## src/sws_pkg.sv

```systemverilog
// Shared types and constants for the shell word splitter.
// Used by sws_front, sws_queue, sws_back and shell_word_splitter_top; no dependencies.
`default_nettype none
package sws_pkg;

	localparam int CharW = 8;
	localparam int MaxRes = 4;
	localparam int ResIdxW = $clog2(MaxRes);
	localparam int QDepth = 4;
	localparam int QPtrW = $clog2(QDepth);
	localparam int QCntW = $clog2(QDepth + 1);

	localparam logic [CharW-1:0] CH_BSLASH = 8'h5C;
	localparam logic [CharW-1:0] CH_SQUOTE = 8'h27;
	localparam logic [CharW-1:0] CH_DQUOTE = 8'h22;
	localparam logic [CharW-1:0] CH_SPACE = 8'h20;
	localparam logic [CharW-1:0] CH_TAB = 8'h09;
	localparam logic [CharW-1:0] CH_LF = 8'h0A;
	localparam logic [CharW-1:0] CH_CR = 8'h0D;
	localparam logic [CharW-1:0] CH_DOLLAR = 8'h24;
	localparam logic [CharW-1:0] CH_BQUOTE = 8'h60;

	typedef enum logic [1:0] {
		KIND_CHAR = 2'd0,
		KIND_WORD_END = 2'd1,
		KIND_LINE_END = 2'd2
	} kind_t;

	typedef struct packed {
		kind_t kind;
		logic [CharW-1:0] ch;
	} res_t;

	// One queue entry holds every result that one input word causes.
	typedef struct packed {
		res_t [MaxRes-1:0] res;
		logic [ResIdxW-1:0] last_idx;
	} entry_t;

	typedef struct packed {
		logic push;
		entry_t entry;
	} qwr_t;

	typedef struct packed {
		logic valid;
		entry_t entry;
	} qhead_t;

	function automatic logic is_blank(input logic [CharW-1:0] c);
		return (c == CH_SPACE) || (c == CH_TAB) || (c == CH_LF) || (c == CH_CR);
	endfunction

	function automatic logic dq_escapable(input logic [CharW-1:0] c);
		return (c == CH_DQUOTE) || (c == CH_BSLASH) || (c == CH_DOLLAR) ||
			(c == CH_BQUOTE) || (c == CH_LF);
	endfunction

endpackage
`default_nettype wire

```

## src/sws_front.sv

```systemverilog
// Front end: accepts input words, tracks quoting state and builds result groups.
// Depends on sws_pkg; feeds sws_queue.
`default_nettype none
module sws_front (
	input wire logic clk,
	input wire logic arst_n,
	input wire logic in_valid,
	output logic in_ready,
	input wire logic [sws_pkg::CharW-1:0] in_char,
	input wire logic in_last,
	input wire logic q_full,
	output sws_pkg::qwr_t qwr
);

	logic sq_q, dq_q, wo_q, ep_q;
	logic sq_n, dq_n, wo_n, ep_n;
	logic accept;
	logic handle;
	logic [sws_pkg::ResIdxW:0] cnt;
	sws_pkg::res_t [sws_pkg::MaxRes-1:0] res;

	assign in_ready = !q_full;
	assign accept = in_valid && in_ready;

	always_comb begin
		sq_n = sq_q;
		dq_n = dq_q;
		wo_n = wo_q;
		ep_n = ep_q;
		handle = 1'b1;
		cnt = '0;
		res = '0;
		if (ep_q) begin
			ep_n = 1'b0;
			if (dq_q) begin
				if (sws_pkg::dq_escapable(in_char)) begin
					res[cnt[sws_pkg::ResIdxW-1:0]] = '{sws_pkg::KIND_CHAR, in_char};
					cnt = cnt + 1'b1;
					handle = 1'b0;
				end else begin
					res[cnt[sws_pkg::ResIdxW-1:0]] = '{sws_pkg::KIND_CHAR, sws_pkg::CH_BSLASH};
					cnt = cnt + 1'b1;
				end
			end else begin
				res[cnt[sws_pkg::ResIdxW-1:0]] = '{sws_pkg::KIND_CHAR, in_char};
				cnt = cnt + 1'b1;
				wo_n = 1'b1;
				handle = 1'b0;
			end
		end
		if (handle) begin
			priority if (in_char == sws_pkg::CH_BSLASH) begin
				if (sq_q || (dq_q && in_last)) begin
					res[cnt[sws_pkg::ResIdxW-1:0]] = '{sws_pkg::KIND_CHAR, in_char};
					cnt = cnt + 1'b1;
				end else if (!in_last) begin
					ep_n = 1'b1;
				end
			end else if (in_char == sws_pkg::CH_SQUOTE) begin
				if (!dq_q) begin
					sq_n = !sq_q;
					wo_n = 1'b1;
				end else begin
					res[cnt[sws_pkg::ResIdxW-1:0]] = '{sws_pkg::KIND_CHAR, in_char};
					cnt = cnt + 1'b1;
				end
			end else if (in_char == sws_pkg::CH_DQUOTE) begin
				if (!sq_q) begin
					dq_n = !dq_q;
					wo_n = 1'b1;
				end else begin
					res[cnt[sws_pkg::ResIdxW-1:0]] = '{sws_pkg::KIND_CHAR, in_char};
					cnt = cnt + 1'b1;
				end
			end else if (sws_pkg::is_blank(in_char)) begin
				if (sq_q || dq_q) begin
					res[cnt[sws_pkg::ResIdxW-1:0]] = '{sws_pkg::KIND_CHAR, in_char};
					cnt = cnt + 1'b1;
				end else if (wo_n) begin
					res[cnt[sws_pkg::ResIdxW-1:0]] = '{sws_pkg::KIND_WORD_END, '0};
					cnt = cnt + 1'b1;
					wo_n = 1'b0;
				end
			end else begin
				res[cnt[sws_pkg::ResIdxW-1:0]] = '{sws_pkg::KIND_CHAR, in_char};
				cnt = cnt + 1'b1;
				wo_n = 1'b1;
			end
		end
		if (in_last) begin
			if (wo_n) begin
				res[cnt[sws_pkg::ResIdxW-1:0]] = '{sws_pkg::KIND_WORD_END, '0};
				cnt = cnt + 1'b1;
			end
			res[cnt[sws_pkg::ResIdxW-1:0]] = '{sws_pkg::KIND_LINE_END, '0};
			cnt = cnt + 1'b1;
			sq_n = 1'b0;
			dq_n = 1'b0;
			wo_n = 1'b0;
			ep_n = 1'b0;
		end
	end

	always_comb begin
		qwr.push = accept && (cnt != '0);
		qwr.entry.res = res;
		qwr.entry.last_idx = sws_pkg::ResIdxW'(cnt - 1'b1);
	end

	always_ff @(posedge clk or negedge arst_n) begin
		if (!arst_n) begin
			sq_q <= 1'b0;
			dq_q <= 1'b0;
			wo_q <= 1'b0;
			ep_q <= 1'b0;
		end else if (accept) begin
			sq_q <= sq_n;
			dq_q <= dq_n;
			wo_q <= wo_n;
			ep_q <= ep_n;
		end
	end

	a_esc_not_in_sq: assert property (@(posedge clk) disable iff (!arst_n)
		!(ep_q && sq_q)) else $error("escape pending inside single quotes");
	a_line_end_clears: assert property (@(posedge clk) disable iff (!arst_n)
		(accept && in_last) |=> (!sq_q && !dq_q && !wo_q && !ep_q))
		else $error("state not cleared after line end");

endmodule
`default_nettype wire

```

## src/sws_queue.sv

```systemverilog
// Four-entry queue of result groups between the front end and the serializer.
// Depends on sws_pkg.
`default_nettype none
module sws_queue (
	input wire logic clk,
	input wire logic arst_n,
	input wire sws_pkg::qwr_t qwr,
	output logic full,
	input wire logic pop,
	output sws_pkg::qhead_t head
);

	sws_pkg::entry_t mem_q [sws_pkg::QDepth];
	logic [sws_pkg::QPtrW-1:0] wr_ptr_q, rd_ptr_q;
	logic [sws_pkg::QCntW-1:0] cnt_q;
	logic wr, rd;

	assign full = (cnt_q == sws_pkg::QCntW'(sws_pkg::QDepth));
	assign wr = qwr.push && !full;
	assign rd = pop && (cnt_q != '0);
	assign head.valid = (cnt_q != '0);
	assign head.entry = mem_q[rd_ptr_q];

	always_ff @(posedge clk) begin
		if (wr) begin
			mem_q[wr_ptr_q] <= qwr.entry;
		end
	end

	always_ff @(posedge clk or negedge arst_n) begin
		if (!arst_n) begin
			wr_ptr_q <= '0;
			rd_ptr_q <= '0;
			cnt_q <= '0;
		end else begin
			if (wr) begin
				wr_ptr_q <= wr_ptr_q + 1'b1;
			end
			if (rd) begin
				rd_ptr_q <= rd_ptr_q + 1'b1;
			end
			cnt_q <= cnt_q + sws_pkg::QCntW'(wr) - sws_pkg::QCntW'(rd);
		end
	end

	a_cnt_bound: assert property (@(posedge clk) disable iff (!arst_n)
		cnt_q <= sws_pkg::QCntW'(sws_pkg::QDepth)) else $error("queue count overflow");

endmodule
`default_nettype wire

```

## src/sws_back.sv

```systemverilog
// Back end: walks each queued result group and drives the output register.
// Depends on sws_pkg; reads the head of sws_queue.
`default_nettype none
module sws_back (
	input wire logic clk,
	input wire logic arst_n,
	input wire sws_pkg::qhead_t head,
	output logic pop,
	output logic out_valid,
	input wire logic out_ready,
	output sws_pkg::kind_t out_kind,
	output logic [sws_pkg::CharW-1:0] out_char,
	output logic out_last
);

	logic [sws_pkg::ResIdxW-1:0] idx_q;
	logic valid_q;
	logic load;
	logic at_end;
	sws_pkg::res_t cur;

	assign cur = head.entry.res[idx_q];
	assign at_end = (idx_q == head.entry.last_idx);
	assign load = head.valid && (!valid_q || out_ready);
	assign pop = load && at_end;
	assign out_valid = valid_q;

	always_ff @(posedge clk or negedge arst_n) begin
		if (!arst_n) begin
			valid_q <= 1'b0;
			idx_q <= '0;
		end else if (load) begin
			valid_q <= 1'b1;
			idx_q <= at_end ? '0 : idx_q + 1'b1;
		end else if (out_ready) begin
			valid_q <= 1'b0;
		end
	end

	always_ff @(posedge clk) begin
		if (load) begin
			out_kind <= cur.kind;
			out_char <= cur.ch;
			out_last <= at_end;
		end
	end

	a_idx_in_group: assert property (@(posedge clk) disable iff (!arst_n)
		head.valid |-> (idx_q <= head.entry.last_idx))
		else $error("result index past end of group");
	a_hold_stalled: assert property (@(posedge clk) disable iff (!arst_n)
		(valid_q && !out_ready) |=> (valid_q && $stable(out_kind) && $stable(out_char)))
		else $error("stalled result changed");

endmodule
`default_nettype wire

```

## src/shell_word_splitter_top.sv

```systemverilog
// Top level of the shell word splitter: front end, result queue and serializer.
// Depends on sws_pkg, sws_front, sws_queue and sws_back.
//
// Channel  Dir  tdata            tuser    tlast
// s_axis   in   char_in[7:0]     -        last
// m_axis   out  char_out[7:0]    kind[1:0] last_of_run
//
// Each input word goes through the front end and yields zero to four results.
// While m_axis_tready is high the serializer sends one result per cycle, so the
// rate is one input word per cycle while words yield at most one result each;
// larger result groups hold the output longer; the four-entry queue absorbs that.
// Reset clears the quoting state, the queue pointers and the output valid.
// s_axis_tready falls only when the queue is full.
`default_nettype none
module shell_word_splitter_top (
	input wire logic clk,
	input wire logic arst_n,
	input wire logic s_axis_tvalid,
	output logic s_axis_tready,
	input wire logic [7:0] s_axis_tdata, // [7:0] char_in
	input wire logic s_axis_tlast,
	output logic m_axis_tvalid,
	input wire logic m_axis_tready,
	output logic [7:0] m_axis_tdata, // [7:0] char_out
	output logic [1:0] m_axis_tuser, // [1:0] kind
	output logic m_axis_tlast
);

	sws_pkg::qwr_t qwr;
	sws_pkg::qhead_t head;
	sws_pkg::kind_t out_kind;
	logic q_full;
	logic pop;

	sws_front u_front (
		.clk(clk),
		.arst_n(arst_n),
		.in_valid(s_axis_tvalid),
		.in_ready(s_axis_tready),
		.in_char(s_axis_tdata),
		.in_last(s_axis_tlast),
		.q_full(q_full),
		.qwr(qwr)
	);

	sws_queue u_queue (
		.clk(clk),
		.arst_n(arst_n),
		.qwr(qwr),
		.full(q_full),
		.pop(pop),
		.head(head)
	);

	sws_back u_back (
		.clk(clk),
		.arst_n(arst_n),
		.head(head),
		.pop(pop),
		.out_valid(m_axis_tvalid),
		.out_ready(m_axis_tready),
		.out_kind(out_kind),
		.out_char(m_axis_tdata),
		.out_last(m_axis_tlast)
	);

	assign m_axis_tuser = 2'(out_kind);

endmodule
`default_nettype wire

```

## config.mk

```make
export PLATFORM = sky130hd
export DESIGN_NAME = shell_word_splitter_top
export DESIGN_NICKNAME = d
export VERILOG_FILES = /design/src/sws_pkg.sv /design/src/sws_front.sv /design/src/sws_queue.sv /design/src/sws_back.sv /design/src/shell_word_splitter_top.sv
export SDC_FILE = /design/constraint.sdc
export NUM_CORES = 1
export LEC_CHECK = 0
export BUFFER_PORTS_ARGS = -buffer_cell sky130_fd_sc_hd__buf_4
export CAP_MARGIN = 20
export CORE_UTILIZATION = 61
export CTS_CLUSTER_DIAMETER = 80
export CTS_CLUSTER_SIZE = 40
export DETAILED_ROUTE_END_ITERATION = 12
export PLACE_DENSITY = 0.88
export SYNTH_ARGS = -nofsm -noshare
export SYNTH_HDL_FRONTEND = slang
export SYNTH_SLANG_ARGS = --single-unit
```

## constraint.sdc

```tcl
create_clock -name clk -period 6.2 [get_ports clk]
set_input_delay 1.24 -clock clk [delete_from_list [all_inputs] [get_ports clk]]
set_output_delay 1.24 -clock clk [all_outputs]
set_load 0.02 [all_outputs]
```

Word-level counts from Yosys, hierarchy flattened
Memory sizes are Yosys's and may differ from the RTL's.
Index checks and enable logic that the tools add are counted.
{"block": "word_totals", "in_bits": 13, "ram_bits": 168, "out_inout_bits": 13, "n_memories": 1, "register_bits": 25, "elab_cells": 158}
{"memory": "u_queue.mem_q", "words": 4, "width": 42, "rd": 1, "rd_clocked_by_memory_dff": 0, "write_ports": 1, "line_no": "sws_queue.sv:13", "source": "sws_pkg::entry_t mem_q [sws_pkg::QDepth];"}
{"block": "op_classes", "n_eq_ne": 15, "bitwise": 9, "n_reduce_logical": 32, "add_sub_neg": 9, "n_lt_le_gt_ge": 7, "muxes": 73}
{"cell": "40-bit two-way mux", "n": 13}
{"cell": "36-bit inverter", "n": 3}
{"cell": "36-bit bitwise AND", "n": 2}
{"cell": "10-bit demux with 2-bit select", "n": 3}
{"cell": "10-bit two-way mux", "n": 5}
{"cell": "40-bit bitwise mux", "n": 1}
{"cell": "3-bit two-way mux", "n": 13}
{"cell": "9-bit by 36-bit bitwise AND with 36-bit output", "n": 1}
{"cell": "1-bit two-way mux", "n": 34}
{"cell": "8-bit by 6-bit equality test with 1-bit output (second input constant)", "n": 4}
{"cell": "8-bit by 4-bit equality test with 1-bit output (second input constant)", "n": 3}
{"cell": "10-bit binary-select mux with 2-bit select", "n": 1}
{"cell": "8-bit by 7-bit equality test with 1-bit output (second input constant)", "n": 2}
{"cell": "8-bit two-way mux", "n": 2}
{"cell": "1-bit logical AND", "n": 10}
{"cell": "1-bit logical OR", "n": 10}
{"cell": "2-bit by 3-bit < comparator with 1-bit output (second input constant)", "n": 3}
{"cell": "2-bit inequality test (second input constant)", "n": 4}
{"cell": "4-bit bitwise OR", "n": 2}
{"cell": "2-bit nonzero test", "n": 4}
{"cell": "2-bit by 1-bit adder with 2-bit output (second input constant)", "n": 3}
{"cell": "3-bit by 1-bit adder with 3-bit output (second input constant)", "n": 2}
{"cell": "6-bit AND reduction", "n": 1}
{"cell": "3-bit nonzero test", "n": 2}
{"cell": "13 further kinds", "n": 17}

Logic depth before layout (Yosys ltp)
{"block": "logic_depth", "word_depth": 21, "depth_mapped": 23, "depth_no_buf": 22}

By module
A second synthesis with hierarchy kept.
{"block": "hier_totals", "hier_cells": 497, "area_unflattened_um2": 8734.6}
{"mod": "sws_queue", "cells_per_inst": 261, "area_per_inst_um2": 6573.8, "seq_area_each_um2": 5220.0, "instances": 1}
{"mod": "sws_front", "cells_per_inst": 195, "area_per_inst_um2": 1408.9, "seq_area_each_um2": 100.1, "instances": 1}
{"mod": "sws_back", "cells_per_inst": 41, "area_per_inst_um2": 752.0, "seq_area_each_um2": 405.4, "instances": 1}

Worst setup path before layout
OpenSTA, ideal clock, no wires.
{"block": "synth_path", "path_type": "input -> register", "startpoint": "input port s_axis_tdata[0]", "endpoint": "memory u_queue.mem_q[0][0] in the netlist's numbering, enable pin", "stages": 18, "arrival_time_ns": 5.328, "slack_ns": 0.487, "path_cell_list": "buf_6 -> or4b_1 -> buf_2 -> or4_4 -> a21oi_4 -> o311ai_4 -> a21oi_4 -> inv_1 -> ha_1 -> o21ai_0 -> ha_1 -> nor2_1 -> a21oi_1 -> ha_1 -> o21ai_0 -> and3_1 -> clkbuf_1 -> and2_1"}
{"block": "synth_via", "elab_chain_len": 19, "elab_cells_between_ends": 39, "classes_between": "add/sub (2); eq/ne (9); mux (18); reduce/logical (10)"}
{"item": "start: declaration", "line_no": "shell_word_splitter_top.sv:20", "source": "input wire logic [7:0] s_axis_tdata,"}
{"item": "8-bit by 6-bit equality test with 1-bit output (tied with other cells)", "line_no": "sws_pkg.sv:51", "source": "return (c == CH_SPACE) || (c == CH_TAB) || (c == CH_LF) || (c == CH_CR);"}
{"item": "1-bit logical OR (on tied branches) (3 in a row)", "line_no": "sws_pkg.sv:51, sws_pkg.sv:55"}
{"item": "3-bit two-way mux or 1-bit logical OR (tied branches)", "line_no": "sws_front.sv:75, sws_pkg.sv:56"}
{"item": "3-bit two-way mux or 1-bit two-way mux (tied branches)", "line_no": "sws_front.sv:67, sws_front.sv:36"}
{"item": "3-bit two-way mux or 1-bit two-way mux (tied branches)", "line_no": "sws_front.sv:59, sws_front.sv:35"}
{"item": "3-bit two-way mux or 1-bit two-way mux (tied branches)", "line_no": "sws_front.sv:52, sws_front.sv:33"}
{"item": "3-bit two-way mux", "line_no": "sws_front.sv:51", "source": "if (handle) begin"}
{"item": "3-bit by 1-bit adder with 3-bit output", "line_no": "sws_front.sv:93", "source": "cnt = cnt + 1'b1;"}
{"item": "[2 not listed]"}
{"item": "3-bit by 1-bit adder with 3-bit output", "line_no": "sws_front.sv:96", "source": "cnt = cnt + 1'b1;"}
{"item": "3-bit two-way mux (*)", "line_no": "sws_front.sv:90", "source": "if (in_last) begin"}
{"item": "3-bit nonzero test (*)", "line_no": "sws_front.sv:105", "source": "qwr.push = accept && (cnt != '0);"}
{"item": "1-bit logical AND (*)", "line_no": "sws_front.sv:105"}
{"item": "1-bit logical AND (*)", "line_no": "sws_queue.sv:19", "source": "assign wr = qwr.push && !full;"}
{"item": "net u_queue.wr", "line_no": "sws_queue.sv:16", "source": "logic wr, rd;"}
{"item": "1-bit two-way mux (*)", "line_no": "sws_queue.sv:25", "source": "if (wr) begin"}
{"item": "1-bit two-way mux (not written as such) (*)", "line_no": "sws_queue.sv:26", "source": "mem_q[wr_ptr_q] <= qwr.entry;"}
{"item": "end: declaration", "line_no": "sws_queue.sv:13"}
The timed path passes the listed nets; every way through them passes the cells marked *. The select of a mux whose other input is x is not followed.

Worst setup path after layout
{"block": "layout_path", "startpoint": "input port s_axis_tdata[2]", "endpoint": "register u_queue.cnt_q[2] in the netlist's numbering"}
{"block": "layout_via", "elab_chain_len": 19, "elab_cells_between_ends": 39, "classes_between": "add/sub (4); eq/ne (9); mux (16); reduce/logical (10)"}
{"item": "8-bit by 6-bit equality test with 1-bit output (tied with other cells)", "line_no": "sws_pkg.sv:51"}
{"item": "1-bit logical OR (on tied branches) (3 in a row)", "line_no": "sws_pkg.sv:51, sws_pkg.sv:55"}
{"item": "3-bit two-way mux or 1-bit logical OR (tied branches)", "line_no": "sws_front.sv:75, sws_pkg.sv:56"}
{"item": "3-bit two-way mux or 1-bit two-way mux (tied branches)", "line_no": "sws_front.sv:67, sws_front.sv:36"}
{"item": "3-bit two-way mux or 1-bit two-way mux (tied branches)", "line_no": "sws_front.sv:59, sws_front.sv:35"}
{"item": "3-bit two-way mux or 1-bit two-way mux (tied branches)", "line_no": "sws_front.sv:52, sws_front.sv:33"}
{"item": "3-bit two-way mux", "line_no": "sws_front.sv:51"}
{"item": "3-bit by 1-bit adder with 3-bit output", "line_no": "sws_front.sv:93"}
{"item": "3-bit two-way mux", "line_no": "sws_front.sv:91", "source": "if (wo_n) begin"}
{"item": "3-bit two-way mux", "line_no": "sws_front.sv:90"}
{"item": "3-bit by 1-bit adder with 3-bit output", "line_no": "sws_front.sv:96"}
{"item": "3-bit two-way mux (*)", "line_no": "sws_front.sv:90"}
{"item": "3-bit nonzero test (*)", "line_no": "sws_front.sv:105"}
{"item": "1-bit logical AND (*)", "line_no": "sws_front.sv:105"}
{"item": "1-bit logical AND (*)", "line_no": "sws_queue.sv:19"}
{"item": "3-bit by 1-bit adder with 3-bit output (*)", "line_no": "sws_queue.sv:42", "source": "cnt_q <= cnt_q + sws_pkg::QCntW'(wr) - sws_pkg::QCntW'(rd);"}
{"item": "3-bit by 1-bit subtractor with 3-bit output (*)", "line_no": "sws_queue.sv:42"}
{"item": "end signal: assignment", "line_no": "sws_queue.sv:42"}
{"item": "end: declaration", "line_no": "sws_queue.sv:15", "source": "logic [sws_pkg::QCntW-1:0] cnt_q;"}
Mark *: on every way between the ends. The rest lies on a longest branch, timed or not. The select of a mux whose other input is x is not followed.
A chain may end at the register's enable or synchronous reset.

==> results.txt <==
----------------------------------------------------
[GRT]
  Number of antenna violations at the first check in global routing ... 0
  Total global routing overflow ... 0
  Via count of the first global-routing pass ... 3696
  Global routing met3 resource utilization ... 6.63%
  GR Util met1 ... 36.1%
  Most used routing layer ... met2
  First-pass GRT wire length ... 20400 um
  Met2 GRT Util ... 47.4%
  Overall fraction of global-route tracks in use ... 28.0%
  Pin count of the biggest net entering global routing ... 29

[Clock network]
  CTS-repair resized insts ... 0
  Number of sinks driven by the clock tree ... 129
  Clock transition at the registers of the reported paths ... 0.06 ns
  Clk Latency, worst-skew pair ... 0.52 ns
  Clock tree from TritonCTS ... yes
  Clk buf depth ... 2
  Clock buffer count from CTS ... 17
  Hold-fix buffer count after cts ... 0
  Post-CTS setup buffer count ... 0
  CTS H-tree depth ... 4
  Root Driver ... clkbuf_8

[Placed design]
  Placement-stage cell area ... 6440 um^2
  Placer Congestion ... 0.902
  Count of input and output buffers ... 25
  Final HPWL DP ... 8190 um
  Number of placed instances, taps included ... 547

[Synth]
  Number of register bits inferred by synthesis ... 129
  Portion of the post-synthesis area used by sequential elements ... 62.3%
  Share of synthesized flip-flops with an asynchronous set or reset ... 10.9%
  Library cells used by synthesis ... 64
  Number of flops mapped to enable cells by yosys ... 115
  Prevailing post-synth register cell ... edfxtp_1
  Avg Inst Size Synth ... 15.3 um^2
  Synthesized Nets ... 431
  Summed instance area of the synthesized netlist ... 6100 um^2
  Gate count of the mapped netlist ... 399
  Count of warnings emitted by yosys ... 0

[Route]
  Number of vias per cell after detailed routing ... 6.30
  Total DRC errors in the routed layout ... 0
  Wire length reported by the detailed router ... 13100 um
  Routed wire per std cell ... 22.7 um
  Total number of vias ... 3648
  Iteration-0 DRC count of the detailed router ... 233
  First drt pass iteration count ... 4
  Post-detailed-route count of antenna-violating nets ... 0

[Floorplan]
  Vertical extent of the die ... 102 um
  Core Region ... 9730 um^2
  Cell row count ... 36
  DIE AREA ... 10400 um^2
  Die span in x ... 102 um
  Starting density of the core ... 62.7%
  Number of top-level design ports ... 26

[Timing]
  Count of final setup violators ... 0
  Final period utilization ... 90.2%
  Number of hold violations in the final report ... 0
  Post-Route Skew ... 0.00909 ns
  Post-route setup TNS ... 0 ns
  Relative max-transition margin ... 45.0%
  Max-slew violation count ... 0
  RSZ-0062 raised after global routing ... no
  Minimum clock period ... 5.59 ns
  FMAX ... 179 MHz
  Worst Tran Pin Value ... 0.814 ns

[Power and ir drop]
  Static Leak ... 2.50 nW
  Peak VDD IR ... 0.000286 V
  Pwr/cell area ... 462 nW/um^2

[Final layout]
  Final layout net count ... 465
  Post-Route Utilization ... 72.7%
  FILL cells ... 644
  Final Cell Area ... 7070 um^2
  Antenna cell count ... 0
  Area growth from synthesis to final layout ... 15.9%
  Layout cells sized above 1 ... 26.9%
  Final Instance Count excl. Fillers ... 579

[Setup path]
  Worst Setup End Kind ... flop
  Crit path max-delay family ... simple AND/OR/NAND/NOR gates
  List of cells traversed by the critical path ... buf_4 > or4b_1 > or4_4 > a21oi_1 > nor3_1 > nor3_2 > inv_1 > ha_1 > o21ai_0 > ha_1 > nor2_1 > a21oi_1 > ha_1 > o21ai_0 > and3_1 > ha_1 > inv_1 > fa_1 > xnor2_1 > xnor2_1
  CP Max Fanout ... 8
  Largest incremental delay on the critical path ... 0.61 ns
  Crit path DAT ... 5.99 ns
  Sum of buffers and inverters on the critical path ... 3
  Most frequent CP cell ... ha_1
  Startpoint Class ... primary input
  Cell with the largest stage delay on the worst path ... or4b_1
  Worst setup path category ... primary input to flop
  Worst path required time ... 6.60 ns

[Job]
  Maximum capacitance violations ... 0

[Min path]
  Class of the most critical hold timing path ... flop to flop

[Status]
  Outcome ... completed

----------------------------------------------------
final cells by class:
| type | count | area (um^2) | area share (%) |
|---|---|---|---|
| sequential | 129 | 3800 | 53.8 |
| multi-input combinational | 234 | 2150 | 30.4 |
| clock buffer | 17 | 414 | 5.86 |
| timing repair buffer | 34 | 255 | 3.61 |
| clock inverter | 15 | 219 | 3.10 |
| tap | 133 | 166 | 2.35 |
| inverter | 17 | 63.8 | 0.902 |
state kept, by name, summed over array words and instances, names as in the netlist:
register          flops
u_queue.mem_q       104
u_queue.cnt_q         3
u_back.idx_q          2
u_queue.rd_ptr_q      2
u_queue.wr_ptr_q      2
u_back.out_char       8
u_back.out_kind       2
u_front.sq_q          1
u_front.dq_q          1
u_front.ep_q          1
u_front.wo_q          1
u_back.out_last       1
u_back.out_valid      1
cells by family (layout without fill, tap and decap cells):
logic type | after synthesis | after routing | share of synthesized area, %
muxes | 37 | 37 | 11.8
AOI/OAI and AO/OA | 67 | 67 | 8.61
xor gates and xnor gates | 10 | 10 | 1.44
buffers and inverters | 36 | 83 | 2.46
DFF | 129 | 129 | 62.3
and+or+nand+nor | 101 | 101 | 9.33
adders and majority gates | 19 | 19 | 4.02
cell usage after synthesis (2+ instances only):
master	n	area, um^2
edfxtp_1	115	3450
mux4_2	28	631
nand2_1	21	78.8
nor2_1	21	78.8
ha_1	18	225
inv_1	17	63.8
dfrtp_1	14	350
a21oi_1	13	65.1
o21ai_0	13	65.1
clkbuf_1	10	37.5
and2_1	9	56.3
mux2i_1	9	90.1
a21oi_2	8	70.1
nand3_1	7	35.0
xnor2_1	7	61.3
buf_2	6	30.0
nand2b_1	5	31.3
nor2b_1	5	31.3
nor3b_1	5	37.5
nor3_1	4	20.0
o31ai_1	4	30.0
a31oi_1	3	18.8
nand4_1	3	18.8
o21a_1	3	22.5
or2_2	3	18.8
or3_1	3	18.8
xor2_1	3	26.3
a21oi_4	2	32.5
a22oi_1	2	15.0
buf_1	2	7.51
nor3_2	2	20.0
o211ai_1	2	15.0
path summary, 6_finish.rpt:
| check | from | to | slack (ns) | cells after the start |
|---|---|---|---|---|
| min reg2reg | u_queue.cnt_q[1]$_DFF_PN0_ | u_queue.cnt_q[2]$_DFF_PN0_ | 0.55 | 1 |
| min | u_queue.cnt_q[1]$_DFF_PN0_ | u_queue.cnt_q[2]$_DFF_PN0_ | 0.55 | 1 |
| max in group asynchronous | arst_n | u_back.idx_q[1]$_DFFE_PN0P_ | 5.42 | 1 |
| max reg2reg | u_front.dq_q$_DFFE_PN0P_ | u_queue.cnt_q[2]$_DFF_PN0_ | 1.27 | 21 |
| min in group asynchronous | arst_n | u_back.out_valid$_DFFE_PN0P_ | 0.57 | 1 |
| max | s_axis_tdata[2] | u_queue.cnt_q[2]$_DFF_PN0_ | 0.61 | 20 |
layer usage:
metal  routed length (um)  up-vias
met3                  787       13
li1                     -     1619
met5                    0        -
met2                 6850      163
met1                 5330     1853
met4                  147        0
worst reg2reg max path: stages, from the launching register on:
cell      delay [ns]
dfrtp_1         0.61
inv_1           0.14
a21oi_1         0.22
inv_1           0.10
ha_1            0.33
a21oi_4         0.14
o311ai_4        0.12
a21oi_4         0.30
inv_1           0.18
ha_1            0.43
o21ai_0         0.26
ha_1            0.29
nor2_1          0.11
a21oi_1         0.06
ha_1            0.19
o21ai_0         0.07
and3_1          0.33
ha_1            0.20
inv_1           0.05
fa_1            0.40
xnor2_1         0.15
xnor2_1         0.12
report_power, final:
group | switching [mW] | total, mW | internal, mW | leakage, nW
logic | 0.484 | 0.885 | 0.400 | 0.940
registers | 0.115 | 1.32 | 1.20 | 1.25
clock network | 0.397 | 1.06 | 0.666 | 0.311
through the flow:
step	hold slack (ns)	setup slack, ns	total power, mW
after floorplan	0.472	0.487	1.93
after global placement	0.514	0.453	2.15
after detailed placement	0.540	0.259	2.21
after CTS	0.554	0.662	3.28
after global routing	0.572	0.272	3.40
final	0.548	0.609	3.26
layout by cell type (no fill, tap or decap), types with 2 or more instances in the layout:
| master | instances |
|---|---|
| a21oi_1 | 13 |
| a21oi_2 | 8 |
| a21oi_4 | 2 |
| a22oi_1 | 2 |
| a31oi_1 | 3 |
| and2_1 | 9 |
| buf_4 | 34 |
| bufinv_16 | 4 |
| clkbuf_16 | 16 |
| clkinv_4 | 4 |
| dfrtp_1 | 14 |
| edfxtp_1 | 115 |
| ha_1 | 18 |
| inv_1 | 17 |
| inv_6 | 6 |
| mux2i_1 | 9 |
| mux4_2 | 28 |
| nand2_1 | 21 |
| nand2b_1 | 5 |
| nand3_1 | 7 |
| nand4_1 | 3 |
| nor2_1 | 21 |
| nor2b_1 | 5 |
| nor3_1 | 4 |
| nor3_2 | 2 |
| nor3b_1 | 5 |
| o211ai_1 | 2 |
| o21a_1 | 3 |
| o21ai_0 | 13 |
| o31ai_1 | 4 |
| or2_2 | 3 |
| or3_1 | 3 |
| xnor2_1 | 7 |
| xor2_1 | 3 |
Note: power is estimated with default switching activity, not from simulation.
